===== src/sv/two_beam_direction_people_counter_macros.svh =====
// Assertion helpers for the people counter.
`ifndef TWO_BEAM_DIRECTION_PEOPLE_COUNTER_MACROS_SVH
`define TWO_BEAM_DIRECTION_PEOPLE_COUNTER_MACROS_SVH

// same-cycle implication
`define TBDPC_ASSERT_IMPLY(label, clk, rst_n, ante, cons) \
    label: assert property (@(posedge clk) disable iff (!rst_n) (ante) |-> (cons)) \
        else $error("people counter assertion failed");

// next-cycle implication
`define TBDPC_ASSERT_NEXT(label, clk, rst_n, ante, cons) \
    label: assert property (@(posedge clk) disable iff (!rst_n) (ante) |=> (cons)) \
        else $error("people counter assertion failed");

`endif


===== src/sv/tbdpc_pkg.sv =====
`default_nettype none

package tbdpc_pkg;

    localparam int COUNT_WIDTH_DEFAULT = 16;
    localparam int CFG_DATA_WIDTH      = 16;
    localparam int CFG_INDEX_WIDTH     = 2;
    localparam int PERSON_COUNT_WIDTH  = 16;

    localparam logic [7:0]  QUIET_TICKS_RESET     = 8'd20;
    localparam logic [15:0] RELAY_ON_ABOVE_RESET  = 16'd1;
    localparam logic [15:0] RELAY_OFF_BELOW_RESET = 16'd1;

    localparam logic [CFG_INDEX_WIDTH-1:0] REG_QUIET_TICKS     = 2'd0;
    localparam logic [CFG_INDEX_WIDTH-1:0] REG_RELAY_ON_ABOVE  = 2'd1;
    localparam logic [CFG_INDEX_WIDTH-1:0] REG_RELAY_OFF_BELOW = 2'd2;

    typedef enum logic [1:0] {
        BEAM_NONE = 2'd0,
        BEAM_A    = 2'd1,
        BEAM_B    = 2'd2
    } beam_t;

    typedef enum logic [1:0] {
        DIR_NONE = 2'd0,
        DIR_UP   = 2'd1,
        DIR_DOWN = 2'd2
    } dir_t;

endpackage

`default_nettype wire


===== src/sv/two_beam_direction_people_counter.sv =====
// Two-beam doorway people counter.
// Input channel (in_valid/in_ready): one word per sampling tick, carrying
// beam_a_clear and beam_b_clear (1 = beam clear). A first break picks the
// leading beam, single-beam ticks track the trailing beam, and after
// quiet_ticks clear ticks past the first clear tick, the pass is scored.
// Output channel (out_valid/out_ready): one word per scored pass with
// person_count (low 16 bits), relay_active and pass_direction
// (0 none, 1 entry, 2 exit). Ticks that score nothing yield no word.
// Output timing: the result is registered and appears in the cycle after the scoring tick is taken.
// Throughput: one tick per cycle while in_ready is high; the tick is decoded by the phase
// logic and the output register is loaded in the same cycle.
// Stall: the output register holds its word while out_ready is low; a new
// tick is taken whenever that register is empty or being drained.
// Config: cfg_write_en with cfg_index/cfg_data writes a register at once;
// index 0 quiet_ticks, 1 relay_on_above, 2 relay_off_below, 3 ignored.
// Reset: rst_n (async, low) returns to idle with zero count, relay off,
// and register values 20, 1, 1.
`default_nettype none
`include "two_beam_direction_people_counter_macros.svh"

module two_beam_direction_people_counter #(
    parameter int COUNT_WIDTH = tbdpc_pkg::COUNT_WIDTH_DEFAULT
) (
    input  wire logic                                   clk,
    input  wire logic                                   rst_n,
    input  wire logic                                   in_valid,
    output logic                                        in_ready,
    input  wire logic                                   beam_a_clear,
    input  wire logic                                   beam_b_clear,
    output logic                                        out_valid,
    input  wire logic                                   out_ready,
    output logic [tbdpc_pkg::PERSON_COUNT_WIDTH-1:0]    person_count,
    output logic                                        relay_active,
    output logic [1:0]                                  pass_direction,
    input  wire logic                                   cfg_write_en,
    input  wire logic [tbdpc_pkg::CFG_INDEX_WIDTH-1:0]  cfg_index,
    input  wire logic [tbdpc_pkg::CFG_DATA_WIDTH-1:0]   cfg_data
);

    localparam int CMP_WIDTH = (COUNT_WIDTH > tbdpc_pkg::PERSON_COUNT_WIDTH) ?
                               COUNT_WIDTH : tbdpc_pkg::PERSON_COUNT_WIDTH;

    typedef enum logic [1:0] {
        PH_IDLE  = 2'd0,
        PH_TRACK = 2'd1,
        PH_QUIET = 2'd2
    } phase_t;

    logic [7:0]  quiet_ticks_reg;
    logic [15:0] relay_on_above_reg;
    logic [15:0] relay_off_below_reg;

    phase_t                 phase_reg, phase_next;
    tbdpc_pkg::beam_t       first_beam_reg, first_beam_next;
    tbdpc_pkg::beam_t       last_beam_reg, last_beam_next;
    logic [7:0]             quiet_count_reg, quiet_count_next;
    logic [COUNT_WIDTH-1:0] occupants_reg, occupants_next;
    logic                   relay_reg, relay_next;
    tbdpc_pkg::dir_t        dir_next;
    logic                   score;

    logic                   out_valid_reg;
    logic [tbdpc_pkg::PERSON_COUNT_WIDTH-1:0] person_count_reg;
    logic                   relay_active_reg;
    tbdpc_pkg::dir_t        pass_direction_reg;

    logic                   in_fire;
    logic [7:0]             quiet_inc;
    logic [CMP_WIDTH-1:0]   occ_ext;

    assign in_ready = !out_valid_reg || out_ready;
    assign in_fire  = in_valid && in_ready;
    assign quiet_inc = quiet_count_reg + 8'd1;
    assign occ_ext  = CMP_WIDTH'(occupants_next);

    always_comb
    begin
        phase_next       = phase_reg;
        first_beam_next  = first_beam_reg;
        last_beam_next   = last_beam_reg;
        quiet_count_next = quiet_count_reg;
        occupants_next   = occupants_reg;
        dir_next         = tbdpc_pkg::DIR_NONE;
        score            = 1'b0;
        case (phase_reg)
            PH_TRACK:
            begin
                if (beam_a_clear && !beam_b_clear)
                begin
                    last_beam_next = tbdpc_pkg::BEAM_B;
                end
                if (!beam_a_clear && beam_b_clear)
                begin
                    last_beam_next = tbdpc_pkg::BEAM_A;
                end
                if (beam_a_clear && beam_b_clear)
                begin
                    phase_next       = PH_QUIET;
                    quiet_count_next = 8'd0;
                end
            end
            PH_QUIET:
            begin
                if (!beam_a_clear || !beam_b_clear)
                begin
                    phase_next = PH_TRACK;
                end
                else
                begin
                    quiet_count_next = quiet_inc;
                    if (quiet_inc == quiet_ticks_reg)
                    begin
                        score = 1'b1;
                    end
                end
            end
            default:
            begin
                phase_next = PH_IDLE;
                if (!beam_a_clear)
                begin
                    first_beam_next = tbdpc_pkg::BEAM_A;
                end
                if (!beam_b_clear)
                begin
                    first_beam_next = tbdpc_pkg::BEAM_B;
                end
                if (!beam_a_clear || !beam_b_clear)
                begin
                    phase_next = PH_TRACK;
                end
            end
        endcase

        if (score)
        begin
            if (first_beam_reg == tbdpc_pkg::BEAM_A && last_beam_next == tbdpc_pkg::BEAM_B)
            begin
                if (occupants_reg != {COUNT_WIDTH{1'b1}})
                begin
                    occupants_next = COUNT_WIDTH'(occupants_reg + 1'b1);
                    dir_next       = tbdpc_pkg::DIR_UP;
                end
            end
            else if (first_beam_reg == tbdpc_pkg::BEAM_B &&
                     last_beam_next == tbdpc_pkg::BEAM_A)
            begin
                if (occupants_reg != '0)
                begin
                    occupants_next = COUNT_WIDTH'(occupants_reg - 1'b1);
                    dir_next       = tbdpc_pkg::DIR_DOWN;
                end
            end
            phase_next       = PH_IDLE;
            first_beam_next  = tbdpc_pkg::BEAM_NONE;
            last_beam_next   = tbdpc_pkg::BEAM_NONE;
            quiet_count_next = 8'd0;
        end
    end

    // relay hysteresis, off wins
    always_comb
    begin
        relay_next = relay_reg;
        if (occ_ext > CMP_WIDTH'(relay_on_above_reg))
        begin
            relay_next = 1'b1;
        end
        if (occ_ext < CMP_WIDTH'(relay_off_below_reg))
        begin
            relay_next = 1'b0;
        end
    end

    always_ff @(posedge clk or negedge rst_n)
    begin
        if (!rst_n)
        begin
            quiet_ticks_reg     <= tbdpc_pkg::QUIET_TICKS_RESET;
            relay_on_above_reg  <= tbdpc_pkg::RELAY_ON_ABOVE_RESET;
            relay_off_below_reg <= tbdpc_pkg::RELAY_OFF_BELOW_RESET;
        end
        else if (cfg_write_en)
        begin
            case (cfg_index)
                tbdpc_pkg::REG_QUIET_TICKS:     quiet_ticks_reg     <= cfg_data[7:0];
                tbdpc_pkg::REG_RELAY_ON_ABOVE:  relay_on_above_reg  <= cfg_data;
                tbdpc_pkg::REG_RELAY_OFF_BELOW: relay_off_below_reg <= cfg_data;
                default:;
            endcase
        end
    end

    always_ff @(posedge clk or negedge rst_n)
    begin
        if (!rst_n)
        begin
            phase_reg          <= PH_IDLE;
            first_beam_reg     <= tbdpc_pkg::BEAM_NONE;
            last_beam_reg      <= tbdpc_pkg::BEAM_NONE;
            quiet_count_reg    <= 8'd0;
            occupants_reg      <= '0;
            relay_reg          <= 1'b0;
            out_valid_reg      <= 1'b0;
            person_count_reg   <= '0;
            relay_active_reg   <= 1'b0;
            pass_direction_reg <= tbdpc_pkg::DIR_NONE;
        end
        else
        begin
            if (in_fire)
            begin
                phase_reg       <= phase_next;
                first_beam_reg  <= first_beam_next;
                last_beam_reg   <= last_beam_next;
                quiet_count_reg <= quiet_count_next;
                if (score)
                begin
                    occupants_reg <= occupants_next;
                    relay_reg     <= relay_next;
                end
            end
            if (in_fire && score)
            begin
                out_valid_reg      <= 1'b1;
                person_count_reg   <= occ_ext[tbdpc_pkg::PERSON_COUNT_WIDTH-1:0];
                relay_active_reg   <= relay_next;
                pass_direction_reg <= dir_next;
            end
            else if (out_ready)
            begin
                out_valid_reg <= 1'b0;
            end
        end
    end

    assign out_valid      = out_valid_reg;
    assign person_count   = person_count_reg;
    assign relay_active   = relay_active_reg;
    assign pass_direction = pass_direction_reg;

    `TBDPC_ASSERT_NEXT(a_score_gives_word, clk, rst_n, in_fire && score, out_valid)
    `TBDPC_ASSERT_NEXT(a_score_returns_idle, clk, rst_n, in_fire && score, phase_reg == PH_IDLE)
    `TBDPC_ASSERT_IMPLY(a_entry_nonzero, clk, rst_n, out_valid && pass_direction == tbdpc_pkg::DIR_UP, occupants_reg != '0)
    `TBDPC_ASSERT_IMPLY(a_dir_code, clk, rst_n, out_valid, pass_direction <= tbdpc_pkg::DIR_DOWN)

endmodule

`default_nettype wire

===== config.mk =====
export PLATFORM = sky130hd
export DESIGN_NAME = two_beam_direction_people_counter
export DESIGN_NICKNAME = d
export VERILOG_FILES = /design/src/sv/tbdpc_pkg.sv /design/src/sv/two_beam_direction_people_counter.sv
export VERILOG_INCLUDE_DIRS = /design/src /design/src/sv
export SDC_FILE = /design/constraint.sdc
export NUM_CORES = 1
export LEC_CHECK = 0
export BUFFER_PORTS_ARGS = -buffer_cell sky130_fd_sc_hd__buf_2
export CORE_MARGIN = 2
export CORE_UTILIZATION = 55
export DETAILED_ROUTE_END_ITERATION = 8
export GPL_TIMING_DRIVEN = 0
export PLACE_DENSITY = 0.75
export SLEW_MARGIN = 10
export SYNTH_ARGS = -nofsm -noshare
export SYNTH_HDL_FRONTEND = slang
export SYNTH_SLANG_ARGS = --single-unit

===== constraint.sdc =====
create_clock -name clk -period 5.6 [get_ports clk]
set_clock_uncertainty 0.2 [all_clocks]
set_input_delay 0.28 -clock clk [delete_from_list [all_inputs] [get_ports clk]]
set_output_delay 0.28 -clock clk [all_outputs]
set_load 0.02 [all_outputs]

==> qor.yml <==
status: "finished clean"
first_iter_violations: 199
ys_seq_elements: 74
cts_max_level: 3
cts_resized: 0
area_growth_syn_to_layout_pct: 13.61
synth_top_family_by_area: "simple AND/OR/NAND/NOR gates"
p_int_w: 0.001004
tritoncts: "done"
drcViolationCount: 0
synth_edf_count: 0
fmax_ghz: 0.2269
synth-compound-area-share_pct: 15.40
cp-end-kind: "flop"
relSlewSlack_pct: 18.39
criticalPathCategory: "reg2reg"
dieHeight_um: 101.0
syn_area_um2: 5176
synthFlopType: "dfrtp_1"
clk_pin_slew_ps: 80
critPathLaunch: "occupants_reg[0]"
p_sw_w: 0.0004992
ys_warn_count: 0
reg2reg_depth: 17
start_util_pct: 56.29
root_buffer: "clkbuf_8"
grt_pass1_vias: 4243
grt_pass1_wl_um: 20650
antenna_found_initial: 0
pwr-share-seq_pct: 45.2
hold_class: "in2reg"
routed_via_density: 6.077
drv_cap: 0
slew_viol_final: 0
clk_latency_ps: 350
io_buffers: 45
synth_xor_area_share_pct: 4.569
min_period_ps: 4407
worstSetupEndpoint: "relay_reg"
power_frac_comb_pct: 27.4
setup_viol: 0
die_area_um2: 10200
die_w_um: 101.0
p_sw_share_pct: 33.22
grt_setup_unrepaired: "no"
grt_max_degree: 45
diodes: 0
cts_max_path_buffers: 2
dp.cells: 703
synth_mux_area_share_pct: 8.895
crit_arrival_ps: 4430
wl_per_cell_um: 16.88
synth-seq-area-share_pct: 35.87
placed_area_um2: 5563
tightest_slew_ps: 1221
vias: 4448
synth_fa_ha_area_share_pct: 8.944
r2r-start: "occupants_reg[0]"
numCtsBuffers: 9
p_leak_nw: 2.695
fillers: 744
ant_nets: 0
p_clk_share_pct: 27.4
grt_usage_pct: 25.52
layout.cells.non_filler: 732
tns_ps: 0
syn_area_per_cell_um2: 9.480
reg2reg_to: "relay_reg"
powerDensity_nw_per_um2: 255.5
fin_crit_sh_pct: 78.70
place.gp.congestion: 0.9136
boundaryPins: 46
ir_worst_vdd_mv: 0.1957
dr.pass1.iters: 5
grt.overflow.total: 0
hold_viol: 0
crit_path_max_fanout: 10
synthSimpleGateAreaFrac_pct: 20.30
design.core.area_um2: 9196
synth_cell_types: 74
drive_gt1_share_pct: 22.87
hpwl_um: 9274
wl_um: 12360
cp-start-kind: "flop"
synth_nets: 608
design_area_um2: 5881
synth_async_sr_flop_share_pct: 100.0
hold_ws_ps: 8.534
worst_ep_required_time_ps: 5630
r2r_slack_ps: 1190
postSynthCellCount: 546
core.rowCount: 35
fin_nets: 678
clock_sinks: 74
## worst max-delay path, stage by stage, from the launching register on
cell and delay (ps):
dfrtp_1 540, inv_1 160, ha_1 310, nor3b_1 170, nand4_1 130, and3_1 170, buf_4 170, nand2_1 70
or4_1 450, a21oi_1 220, xor2_1 310, ha_1 310, a21oi_1 180, nor2b_1 60, o21ai_0 180, nand3b_1 170
a2111oi_2 390, a21boi_1 110
## routing by layer
metal | global-route usage [%] | share of wire [%]
met1 | 35.45 | 46
met2 | 40.87 | 47
met3 | 4.716 | 5.9
met5 | 0 | 0
met4 | 7.484 | 1.6
## synth_stat cells, drive strengths merged (7+ instances only)
master | n | share of area [%]
a21oi | 21 | 2.0
xor2 | 14 | 2.4
dfrtp | 70 | 34
buf | 13 | 2.0
nand4 | 20 | 2.4
o21ai | 31 | 3.0
ha | 37 | 8.9
nand2 | 47 | 3.5
xnor2 | 13 | 2.2
nand3 | 15 | 1.6
nor2 | 40 | 3.1
inv | 45 | 3.3
nor4 | 8 | 1.7
nor3 | 12 | 1.3
a211oi | 7 | 1.0
and3 | 9 | 1.3
mux2 | 40 | 8.7
clkbuf | 11 | 0.80
## kinds of logic (layout without fill, tap and decap cells)
group                    count (synthesis)  in the layout
adder cells (fa/ha/maj)                 37             37
multiplexers                            41             41
AND/OR/NAND/NOR                        185            185
XOR/XNOR                                27             27
flip-flops                              74             74
buffers and inverters                   69            144
AO/OA/AOI/OAI                          113            113
## what timing repair did
| item | in CTS | in global routing |
|---|---|---|
| hold buffers | 13 | 0 |
| endpoints found under the hold margin | 53 | 0 |
| buffers inserted | 0 | 0 |
## metrics by stage
stage | setup slack, ps | total power (W) | utilization, %
floorplan | 1758 | 0.0009715 | -
global placement | 1385 | 0.001060 | 60.24
detailed placement | 1306 | 0.001089 | 60.49
CTS | 1265 | 0.001509 | 63.95
global route | 1006 | 0.001593 | 63.95
finish | 1193 | 0.001503 | 63.95
## power by group through the flow
stage,sequential (W),clock [W],combinational [W]
after floorplan,0.000669,0,0.000302
after global placement,0.000682,0,0.000378
after detailed placement,0.000688,0,0.000401
after CTS,0.000677,0.000421,0.000411
after global routing,0.000691,0.000439,0.000463
final,0.000679,0.000412,0.000412
## layout by cell type (no fill, tap or decap), drive strengths merged, types with 14 or more instances in the layout
| master | instances |
|---|---|
| dfrtp | 70 |
| buf | 59 |
| nand2 | 47 |
| inv | 45 |
| mux2 | 40 |
| nor2 | 40 |
| ha | 37 |
| o21ai | 31 |
| clkbuf | 22 |
| a21oi | 21 |
| nand4 | 20 |
| nand3 | 15 |
| xor2 | 14 |
## worst min-delay path by stage
stage,cells after the start,slack (ps),startpoint,to
finish,2,9,cfg_data[6],relay_on_above_reg[6]
global route,2,9,cfg_data[2],quiet_ticks_reg[2]
CTS,2,7,cfg_data[6],relay_on_above_reg[6]
detailed placement,1,40,rst_n,occupants_reg[12]
global placement,2,250,pass_direction[0],pass_direction[0]
floorplan,0,-220,rst_n,first_beam_reg[0]
## area by class of cell
class                           count  area, um2  area share, %
Buffer                             24      142.6          2.426
Clock buffer                       11      131.4          2.234
Clock inverter                      5      56.30         0.9574
Inverter                           45      168.9          2.872
Multi-Input combinational cell    403       3008          51.15
Sequential cell                    74       1857          31.57
Tap cell                          111      138.9          2.362
Timing Repair Buffer               59      377.9          6.426
No activity file was read; power rests on OpenSTA's default activity.
